`config.mk`:
```
export PLATFORM = sky130hd
export DESIGN_NAME = polar_angle_sorted_insert_core
export DESIGN_NICKNAME = d
export VERILOG_FILES = /design/src/sv/pasi_pkg.sv /design/src/sv/polar_angle_sorted_insert_core.sv /design/src/sv/pasi_ram.sv /design/src/sv/pasi_mul.sv
export SDC_FILE = /design/constraint.sdc
export NUM_CORES = 2
export LEC_CHECK = 0
export BUFFER_PORTS_ARGS = -buffer_cell sky130_fd_sc_hd__buf_2
export CAP_MARGIN = 20
export CELL_PAD_IN_SITES_DETAIL_PLACEMENT = 0
export CELL_PAD_IN_SITES_GLOBAL_PLACEMENT = 1
export CORE_MARGIN = 5
export CORE_UTILIZATION = 50
export DETAILED_ROUTE_END_ITERATION = 16
export GPL_TIMING_DRIVEN = 0
export PLACE_DENSITY_LB_ADDON = 0.1
export SYNTH_ARGS = -nofsm -noshare
export SYNTH_HDL_FRONTEND = slang
export SYNTH_SLANG_ARGS = --single-unit
```
`constraint.sdc`:
```
create_clock -name clk -period 18.4 [get_ports clk]
set_input_delay 1.84 -clock clk [delete_from_list [all_inputs] [get_ports clk]]
set_output_delay 1.84 -clock clk [all_outputs]
set_load 0.005 [all_outputs]
```
`src/sv/pasi_pkg.sv`:
```
// Shared types and codes of the polar angle sorted vertex table.
`default_nettype none
package pasi_pkg;

	localparam int COORD_W = 25;           // coordinate width, unsigned
	localparam int DIFF_W  = COORD_W + 1;  // coordinate minus center, signed
	localparam int PROD_W  = 2 * DIFF_W;   // full product of two differences
	localparam int IDX_IN_W = 4;           // read_index field width
	localparam int OUT_IDX_W = 5;          // position / vertex_count field width

	localparam int S_TDATA_W = 56;         // point_x, point_y, read_index, pad
	localparam int M_TDATA_W = 64;         // position, vertex_count, entry_x, entry_y, pad
	localparam int OP_W = 2;

	typedef logic [COORD_W-1:0]        coord_t;
	typedef logic signed [DIFF_W-1:0]  diff_t;
	typedef logic signed [PROD_W-1:0]  prod_t;
	typedef logic [PROD_W-1:0]         mag_t;

	localparam logic [OP_W-1:0] OP_CLEAR  = 2'd0;
	localparam logic [OP_W-1:0] OP_INSERT = 2'd1;
	localparam logic [OP_W-1:0] OP_READ   = 2'd2;

	// configuration register indexes
	localparam logic REG_CENTER_X = 1'b0;
	localparam logic REG_CENTER_Y = 1'b1;

	typedef enum logic [2:0] {
		ST_INSERTED  = 3'd0,
		ST_DUPLICATE = 3'd1,
		ST_FULL      = 3'd2,
		ST_CLEARED   = 3'd3,
		ST_READ_OK   = 3'd4,
		ST_BEYOND    = 3'd5
	} status_t;

endpackage
`default_nettype wire

```
`src/sv/polar_angle_sorted_insert_core.sv`:
```
// Top level: polar angle ordered vertex table with its scan and shift sequencer.
`default_nettype none
// Keeps up to MAX_VERTICES points sorted by polar angle around the center held in
// the center_x / center_y registers; one word in gives one word out. An item is taken
// only while the sequencer is idle. An insert into an empty table goes straight to
// storing the point. Any other insert first squares the new point's distance, then
// for each entry scanned lets the half plane or the x axis rule decide, else the
// cross product, else on an exact angle tie the squared distances; it then moves
// entries back one at a time and stores the point. These steps are serialised by the
// one shared 26x26 multiplier, which serves every product in turn, and by the single
// read port of the vertex RAM, which holds x and y of one entry per word. The
// scan stops at the first entry that is neither ahead of nor equal to the new point;
// an equal entry ends it with a duplicate report. On a full table the scan runs the
// same way and the item is dropped where it would have gone in.
// Results wait in an output register, so the next word may be sent while a result
// is still pending.
module polar_angle_sorted_insert_core #(
	parameter int MAX_VERTICES = 16
) (
	input  wire logic        clk,
	input  wire logic        arst_n,
	// configuration: index 0 center_x, index 1 center_y
	input  wire logic        cfg_wr_en,
	input  wire logic        cfg_index,
	input  wire logic [24:0] cfg_data,
	// input words
	input  wire logic        s_tvalid,
	output      logic        s_tready,
	input  wire logic [55:0] s_tdata,   // point_x[24:0], point_y[49:25], read_index[53:50]
	input  wire logic [1:0]  s_tuser,   // opcode[1:0]
	// result words
	output      logic        m_tvalid,
	input  wire logic        m_tready,
	output      logic [63:0] m_tdata,   // position[4:0], vertex_count[9:5],
	                                    // entry_x[34:10], entry_y[59:35]
	output      logic [2:0]  m_tuser    // status[2:0]
);

	localparam int CNT_W = $clog2(MAX_VERTICES + 1);
	localparam int AW    = $clog2(MAX_VERTICES);
	localparam int CMP_W = (CNT_W > pasi_pkg::IDX_IN_W) ? CNT_W : pasi_pkg::IDX_IN_W;
	localparam int CW    = pasi_pkg::COORD_W;
	localparam int DW    = pasi_pkg::DIFF_W;

	typedef enum logic [16:0] {
		S_IDLE   = 17'h00001,
		S_MB0    = 17'h00002,  // bx*bx
		S_MB1    = 17'h00004,  // by*by
		S_MB2    = 17'h00008,  // sum -> |b|^2
		S_RD     = 17'h00010,  // fetch entry
		S_LD     = 17'h00020,  // entry minus center
		S_CMP    = 17'h00040,  // equality, half plane, axis rule
		S_X1     = 17'h00080,  // ax*by arrives
		S_X2     = 17'h00100,  // ay*bx arrives, cross compare
		S_M1     = 17'h00200,  // ax*ax arrives
		S_M2     = 17'h00400,  // ay*ay arrives
		S_M3     = 17'h00800,  // |a|^2 vs |b|^2
		S_SH_RD  = 17'h01000,
		S_SH_WR  = 17'h02000,
		S_PLACE  = 17'h04000,
		S_RDWAIT = 17'h08000,
		S_DONE   = 17'h10000
	} state_t;

	state_t state_q, state_d;
	logic [CNT_W-1:0] count_q, count_d;
	logic             m_tvalid_q;
	pasi_pkg::coord_t cx_q, cy_q;

	// datapath registers
	pasi_pkg::coord_t px_q, py_q;
	pasi_pkg::diff_t  bx_q, by_q, ax_q, ay_q;
	logic             same_q;
	pasi_pkg::prod_t  t_q;
	pasi_pkg::mag_t   ma_q, mb_q;
	logic [CNT_W-1:0] idx_q, ins_pos_q, sh_q;
	pasi_pkg::status_t res_status_q;
	logic [CMP_W-1:0] res_pos_q;
	pasi_pkg::coord_t res_x_q, res_y_q;
	logic [2:0]       m_tuser_q;
	logic [63:0]      m_tdata_q;

	// input word fields
	logic [1:0]       in_op;
	pasi_pkg::coord_t in_x, in_y;
	logic [3:0]       in_ridx;
	logic             in_fire;
	logic [CMP_W-1:0] ridx_ext;
	logic             rd_ok;

	// scan decision
	logic             decide, ahead, idx_last, full;
	logic [CNT_W-1:0] end_pos, idx_inc, sh_dec;
	logic             out_load;

	// shared units
	pasi_pkg::diff_t  mul_a, mul_b;
	pasi_pkg::prod_t  mul_prod;
	logic             ram_we;
	logic [AW-1:0]    ram_waddr, ram_raddr;
	logic [2*CW-1:0]  ram_wdata, ram_rdata;

	assign in_op   = s_tuser;
	assign in_x    = s_tdata[24:0];
	assign in_y    = s_tdata[49:25];
	assign in_ridx = s_tdata[53:50];

	assign s_tready = (state_q == S_IDLE);
	assign in_fire  = s_tvalid && s_tready;
	assign ridx_ext = CMP_W'(in_ridx);
	assign rd_ok    = (ridx_ext < CMP_W'(count_q)) && (ridx_ext < CMP_W'(MAX_VERTICES));

	assign idx_inc  = idx_q + CNT_W'(1);
	assign idx_last = (idx_inc == count_q);
	assign full     = (count_q == CNT_W'(MAX_VERTICES));
	assign sh_dec   = sh_q - CNT_W'(1);
	assign end_pos  = ahead ? count_q : idx_q;
	assign out_load = (state_q == S_DONE) && (!m_tvalid_q || m_tready);

	// ordering of stored entry a against new point b
	always_comb begin
		decide = 1'b0;
		ahead  = 1'b0;
		unique case (state_q)
			S_CMP: begin
				if (!same_q) begin
					if (!ay_q[DW-1] && by_q[DW-1]) begin
						decide = 1'b1;
						ahead  = 1'b1;
					end else if (ay_q[DW-1] && !by_q[DW-1]) begin
						decide = 1'b1;
						ahead  = 1'b0;
					end else if (ay_q == '0 && by_q == '0) begin
						// both on the x axis
						decide = 1'b1;
						if ((!ax_q[DW-1] && ax_q != '0) || (!bx_q[DW-1] && bx_q != '0)) begin
							ahead = (ax_q < bx_q);
						end else begin
							ahead = (ax_q > bx_q);
						end
					end
				end
			end
			S_X2: begin
				decide = (t_q != mul_prod);
				ahead  = (t_q > mul_prod);
			end
			S_M3: begin
				decide = 1'b1;
				ahead  = (ma_q < mb_q);
			end
			default: begin
				decide = 1'b0;
				ahead  = 1'b0;
			end
		endcase
	end

	// next state
	always_comb begin
		state_d = state_q;
		count_d = count_q;
		unique case (state_q) inside
			S_IDLE: begin
				if (in_fire) begin
					case (in_op)
						pasi_pkg::OP_CLEAR: begin
							state_d = S_DONE;
							count_d = '0;
						end
						pasi_pkg::OP_INSERT: state_d = (count_q == '0) ? S_PLACE : S_MB0;
						pasi_pkg::OP_READ:   state_d = rd_ok ? S_RDWAIT : S_DONE;
						default:             state_d = S_DONE;
					endcase
				end
			end
			S_MB0: state_d = S_MB1;
			S_MB1: state_d = S_MB2;
			S_MB2: state_d = S_RD;
			S_RD:  state_d = S_LD;
			S_LD:  state_d = S_CMP;
			S_CMP, S_X2, S_M3: begin
				if (state_q == S_CMP && same_q) begin
					state_d = S_DONE;
				end else if (decide) begin
					if (ahead && !idx_last) state_d = S_RD;
					else if (full)          state_d = S_DONE;
					else if (end_pos == count_q) state_d = S_PLACE;
					else                    state_d = S_SH_RD;
				end else begin
					state_d = (state_q == S_CMP) ? S_X1 : S_M1;
				end
			end
			S_X1:     state_d = S_X2;
			S_M1:     state_d = S_M2;
			S_M2:     state_d = S_M3;
			S_SH_RD:  state_d = S_SH_WR;
			S_SH_WR:  state_d = (sh_dec == ins_pos_q) ? S_PLACE : S_SH_RD;
			S_PLACE: begin
				state_d = S_DONE;
				count_d = count_q + CNT_W'(1);
			end
			S_RDWAIT: state_d = S_DONE;
			S_DONE:   state_d = out_load ? S_IDLE : S_DONE;
			default:  state_d = S_IDLE;
		endcase
	end

	// multiplier operand select
	always_comb begin
		unique case (state_q)
			S_MB0: begin mul_a = bx_q; mul_b = bx_q; end
			S_MB1: begin mul_a = by_q; mul_b = by_q; end
			S_CMP: begin mul_a = ax_q; mul_b = by_q; end
			S_X1:  begin mul_a = ay_q; mul_b = bx_q; end
			S_X2:  begin mul_a = ax_q; mul_b = ax_q; end
			S_M1:  begin mul_a = ay_q; mul_b = ay_q; end
			default: begin mul_a = ax_q; mul_b = by_q; end
		endcase
	end

	// RAM port select; words hold {y, x}
	always_comb begin
		ram_we    = 1'b0;
		ram_waddr = sh_q[AW-1:0];
		ram_wdata = ram_rdata;
		unique case (state_q)
			S_IDLE:  ram_raddr = ridx_ext[AW-1:0];
			S_SH_RD: ram_raddr = sh_dec[AW-1:0];
			default: ram_raddr = idx_q[AW-1:0];
		endcase
		if (state_q == S_SH_WR) begin
			ram_we = 1'b1;
		end else if (state_q == S_PLACE) begin
			ram_we    = 1'b1;
			ram_waddr = ins_pos_q[AW-1:0];
			ram_wdata = {py_q, px_q};
		end
	end

	always_ff @(posedge clk or negedge arst_n) begin
		if (!arst_n) begin
			state_q    <= S_IDLE;
			count_q    <= '0;
			m_tvalid_q <= 1'b0;
			cx_q       <= '0;
			cy_q       <= '0;
		end else begin
			state_q <= state_d;
			count_q <= count_d;
			if (out_load) m_tvalid_q <= 1'b1;
			else if (m_tready) m_tvalid_q <= 1'b0;
			if (cfg_wr_en) begin
				if (cfg_index == pasi_pkg::REG_CENTER_Y) cy_q <= cfg_data;
				else                                     cx_q <= cfg_data;
			end
		end
	end

	always_ff @(posedge clk) begin
		unique case (state_q) inside
			S_IDLE: begin
				px_q      <= in_x;
				py_q      <= in_y;
				bx_q      <= $signed({1'b0, in_x}) - $signed({1'b0, cx_q});
				by_q      <= $signed({1'b0, in_y}) - $signed({1'b0, cy_q});
				idx_q     <= '0;
				ins_pos_q <= '0;
				res_x_q   <= '0;
				res_y_q   <= '0;
				res_pos_q <= '0;
				case (in_op)
					pasi_pkg::OP_CLEAR: res_status_q <= pasi_pkg::ST_CLEARED;
					pasi_pkg::OP_INSERT: res_status_q <= pasi_pkg::ST_INSERTED;
					pasi_pkg::OP_READ: begin
						res_status_q <= rd_ok ? pasi_pkg::ST_READ_OK : pasi_pkg::ST_BEYOND;
						res_pos_q    <= ridx_ext;
					end
					default: res_status_q <= pasi_pkg::ST_BEYOND;
				endcase
			end
			S_RDWAIT: begin
				res_x_q <= ram_rdata[CW-1:0];
				res_y_q <= ram_rdata[2*CW-1:CW];
			end
			S_MB1, S_X1, S_M1: t_q <= mul_prod;
			S_MB2: mb_q <= pasi_pkg::PROD_W'($unsigned(t_q) + $unsigned(mul_prod));
			S_M2:  ma_q <= pasi_pkg::PROD_W'($unsigned(t_q) + $unsigned(mul_prod));
			S_LD: begin
				ax_q   <= $signed({1'b0, ram_rdata[CW-1:0]}) - $signed({1'b0, cx_q});
				ay_q   <= $signed({1'b0, ram_rdata[2*CW-1:CW]}) - $signed({1'b0, cy_q});
				same_q <= (ram_rdata == {py_q, px_q});
			end
			S_SH_WR: sh_q <= sh_dec;
			S_PLACE: begin
				res_status_q <= pasi_pkg::ST_INSERTED;
				res_pos_q    <= CMP_W'(ins_pos_q);
			end
			default: begin
			end
		endcase

		if (state_q == S_CMP && same_q) begin
			res_status_q <= pasi_pkg::ST_DUPLICATE;
			res_pos_q    <= CMP_W'(idx_q);
		end else if (decide) begin
			if (ahead && !idx_last) begin
				idx_q <= idx_inc;
			end else begin
				ins_pos_q <= end_pos;
				sh_q      <= count_q;
				if (full) begin
					res_status_q <= pasi_pkg::ST_FULL;
					res_pos_q    <= '0;
				end
			end
		end

		if (out_load) begin
			m_tuser_q <= res_status_q;
			m_tdata_q <= {4'b0, res_y_q, res_x_q,
			              pasi_pkg::OUT_IDX_W'(count_q), pasi_pkg::OUT_IDX_W'(res_pos_q)};
		end
	end

	assign m_tvalid = m_tvalid_q;
	assign m_tuser  = m_tuser_q;
	assign m_tdata  = m_tdata_q;

	pasi_mul u_mul (
		.clk  (clk),
		.a    (mul_a),
		.b    (mul_b),
		.prod (mul_prod)
	);

	pasi_ram #(
		.WIDTH (2 * CW),
		.DEPTH (MAX_VERTICES)
	) u_ram (
		.clk   (clk),
		.we    (ram_we),
		.waddr (ram_waddr),
		.wdata (ram_wdata),
		.raddr (ram_raddr),
		.rdata (ram_rdata)
	);

	a_count_max: assert property (@(posedge clk) disable iff (!arst_n)
		count_q <= CNT_W'(MAX_VERTICES))
		else $error("vertex count above table size");

	a_scan_idx: assert property (@(posedge clk) disable iff (!arst_n)
		(state_q == S_RD || state_q == S_LD || state_q == S_CMP) |-> idx_q < count_q)
		else $error("scan index beyond vertex count");

	a_place_room: assert property (@(posedge clk) disable iff (!arst_n)
		(state_q == S_PLACE || state_q == S_SH_WR) |-> !full)
		else $error("table write with the table full");

	a_one_item: assert property (@(posedge clk) disable iff (!arst_n)
		(s_tvalid && s_tready) |=> !s_tready)
		else $error("second word taken while busy");

endmodule
`default_nettype wire

```
`src/sv/pasi_ram.sv`:
```
// Generic single write port RAM with one registered read port.
`default_nettype none
module pasi_ram #(
	parameter int WIDTH = 50,
	parameter int DEPTH = 16
) (
	input  wire logic                     clk,
	input  wire logic                     we,
	input  wire logic [$clog2(DEPTH)-1:0] waddr,
	input  wire logic [WIDTH-1:0]         wdata,
	input  wire logic [$clog2(DEPTH)-1:0] raddr,
	output      logic [WIDTH-1:0]         rdata
);

	logic [WIDTH-1:0] mem_q [DEPTH];

	always_ff @(posedge clk) begin
		if (we) begin
			mem_q[waddr] <= wdata;
		end
		rdata <= mem_q[raddr];
	end

endmodule
`default_nettype wire

```
`src/sv/pasi_mul.sv`:
```
// Shared signed multiplier with a registered product.
`default_nettype none
module pasi_mul (
	input  wire logic          clk,
	input  wire pasi_pkg::diff_t a,
	input  wire pasi_pkg::diff_t b,
	output      pasi_pkg::prod_t prod
);

	always_ff @(posedge clk) begin
		prod <= a * b;
	end

endmodule
`default_nettype wire
```
==> reports/metrics.yaml <==
cp.arrival_ns: 12.94
slew_headroom: 0.169
cts-root-buf: "clkbuf_16"
grt_pass1_wl_um: 422000
nets: 9503
ys_seq_area_frac: 0.462
antenna_found_initial: 17
crit_type: "reg -> reg"
grt_setup_unrepaired: "false"
grt_usage: 0.312
setup_tns_ns: 0
drive_gt1_frac: 0.0944
hold_end: "m_tdata[44]"
cts_made_buffers: 149
cts_hold_buf: 0
ys_async_sr_fraction: 0.0513
critPathMaxFanout: 10
synth_area_um2: 89000
pin_count: 158
holdPathStages: 0
die-area_um2: 186000
reg2reg_depth: 38
clk_latency_ns: 0.81
dp_slack_ns: 5.96
drc: 0
cts_buffer_depth: 3
critPathSlowestCell: "o41ai_2"
vias_per_cell: 5.78
dp_hpwl_um: 229000
cts_resized: 0
postCtsSetupBuffers: 0
max_stage_delay_ns: 0.94
fillers: 15254
yosysWarnings: 0
syn_to_final_growth_pct: 11.3
hold_violations: 0
timing.final.crit_share: 0.669
setup_viol: 0
synth-edff-count: 1224
slew_viol_final: 0
synth_seq_cells: 1422
path_clk_slew_ns: 0.06
start_util: 0.504
hp-class: "reg -> reg"
cts_tree: "yes"
grt_max_degree: 61
grt_pass1_vias: 62284
drtIter0Drc: 5597
htreeDepth: 4
max_slew.worst_pin.slew_ns: 1.25
synth_top_flop_cell: "edfxtp_1"
wl_per_cell_um: 27.3
reg2reg_to: "u_mul.prod[50]"
avgSynthCellArea_um2: 11.3
wl_um: 293000
num_rows: 154
hp-start: "res_y_q[9]"
worstPathRequired_ns: 19.04
maxCapViolCount: 0
die_height_um: 432
drt_pass1_iterations: 9
period_minus_slack_ns: 12.31
grt_overflow: 0
max_freq_mhz: 81.3
netlist_instances: 7876
r2r-start: "state_q[9]"
clock-skew-final_ns: 0.0497
core_area_um2: 176000
numPortBuffers: 151
yosys.cell_types.count: 108
cp-end-kind: "flop"
outcome: "complete, no violations"
place_congestion: 1.00
setup_ws_ns: 6.09
r2r_slack_ns: 6.09
start_kind: "flop"
die_x_um: 432
ant_nets: 0
clock-sinks: 1422
vias: 62154
holdWs_ns: 0.408
-- how the worst max path moves through the flow --
stage	startpoint	end	slack, ns	cells past startpoint
finish	state_q[9]	u_mul.prod[50]	6.09	38
global route	state_q[14]	u_mul.prod[50]	5.65	38
CTS	state_q[9]	u_mul.prod[50]	5.91	35
detailed placement	state_q[9]	u_mul.prod[50]	5.96	35
global placement	state_q[9]	u_mul.prod[50]	4.32	36
floorplan	state_q[16]	u_mul.prod[50]	8.13	39
-- through the flow --
stage,utilization,instance area (um^2),cells
2_1_floorplan,-,89000,7879
3_3_place_gp,0.525,92700,10370
3_5_place_dp,0.532,93900,10444
4_1_cts,0.560,98900,10720
5_1_grt,0.561,99000,10742
6_report,0.561,99000,10750
-- flip-flops by register name (all words and copies together) (netlist names), 50 cells and up --
signal       cells
m_tdata         60
t_q             52
u_mul.prod      52
u_ram.mem_q    800
mb_q            52
u_ram.rdata     50
ma_q            52
-- cell usage after synthesis (53+ instances only) --
master,n,area (um^2)
nor4_1,54,338
o21ai_0,148,741
fa_1,715,14300
clkbuf_1,142,533
dfxtp_1,125,2500
a21oi_1,298,1490
edfxtp_1,1224,36800
a211oi_1,271,2030
xnor2_1,160,1400
a311oi_1,101,885
nor2_1,489,1840
nand2_1,1076,4040
nand3_1,53,265
inv_1,996,3740
a31oi_1,122,763
xor2_1,93,815
dfrtp_1,72,1800
ha_1,438,5480
buf_2,164,821
a21o_1,92,691
and2_1,274,1710
nor3_1,56,280
o21a_1,80,601
-- worst max-delay path, delay by kind of cell, from the launching register on --
family / cells / cell delay (ns)
buffers and inverters: 11 / 1.81
adder cells (fa/ha/maj): 8 / 3.92
XOR/XNOR: 1 / 0.17
AND/OR/NAND/NOR: 12 / 3.29
AO/OA/AOI/OAI: 6 / 2.50
flip-flops: 1 / 0.47
-- cell type report --
type / instances / area [um^2] / area share
clock buffer: 201 / 4130 / 0.0417
clock inverter: 75 / 808 / 0.00816
inverter: 1004 / 3770 / 0.0381
buffer: 368 / 1880 / 0.0190
antenna: 24 / 60.1 / 0.000607
multi-input combinational: 5085 / 42400 / 0.429
timing repair buffer: 231 / 1910 / 0.0193
tap: 2340 / 2930 / 0.0296
sequential: 1422 / 41100 / 0.415
-- per-layer routing --
metal / routed length (um) / global-route usage
met1: 113000 / 0.391
met2: 143000 / 0.526
met3: 19400 / 0.0484
met4: 17800 / 0.163
met5: 61 / 0
-- layout by cell type, fill, tap and decap left out, types with 80 or more instances in the layout --
| master | netlist | layout |
|---|---|---|
| nor2_1 | 489 | 472 |
| clkbuf_16 | 0 | 153 |
| a211oi_1 | 271 | 271 |
| a311oi_1 | 101 | 101 |
| o21ai_0 | 148 | 143 |
| fa_1 | 715 | 715 |
| edfxtp_1 | 1224 | 1224 |
| and2_1 | 274 | 274 |
| dfxtp_1 | 125 | 125 |
| o21a_1 | 80 | 80 |
| xnor2_1 | 160 | 160 |
| ha_1 | 438 | 438 |
| a31oi_1 | 122 | 122 |
| xor2_1 | 93 | 93 |
| a21oi_1 | 298 | 298 |
| inv_1 | 996 | 996 |
| a21o_1 | 92 | 92 |
| clkbuf_1 | 142 | 178 |
| nand2_1 | 1076 | 1076 |
| buf_2 | 164 | 319 |
-- cell families (layout without fill, tap and decap cells) --
family / after synthesis / after routing / synth area share
and+or+nand+nor: 2235 / 2235 / 0.114
DFF: 1422 / 1422 / 0.462
AOI/OAI and AO/OA: 1407 / 1407 / 0.110
buffers and inverters: 1372 / 1879 / 0.0634
adders and majority gates: 1153 / 1153 / 0.222
xor gates and xnor gates: 253 / 253 / 0.0249
muxes: 33 / 33 / 0.00412
other: 1 / 28 / 0.0000421
Power is not shown: default switching activity piles up to over one toggle a cycle in this logic, so the estimate is an artifact.
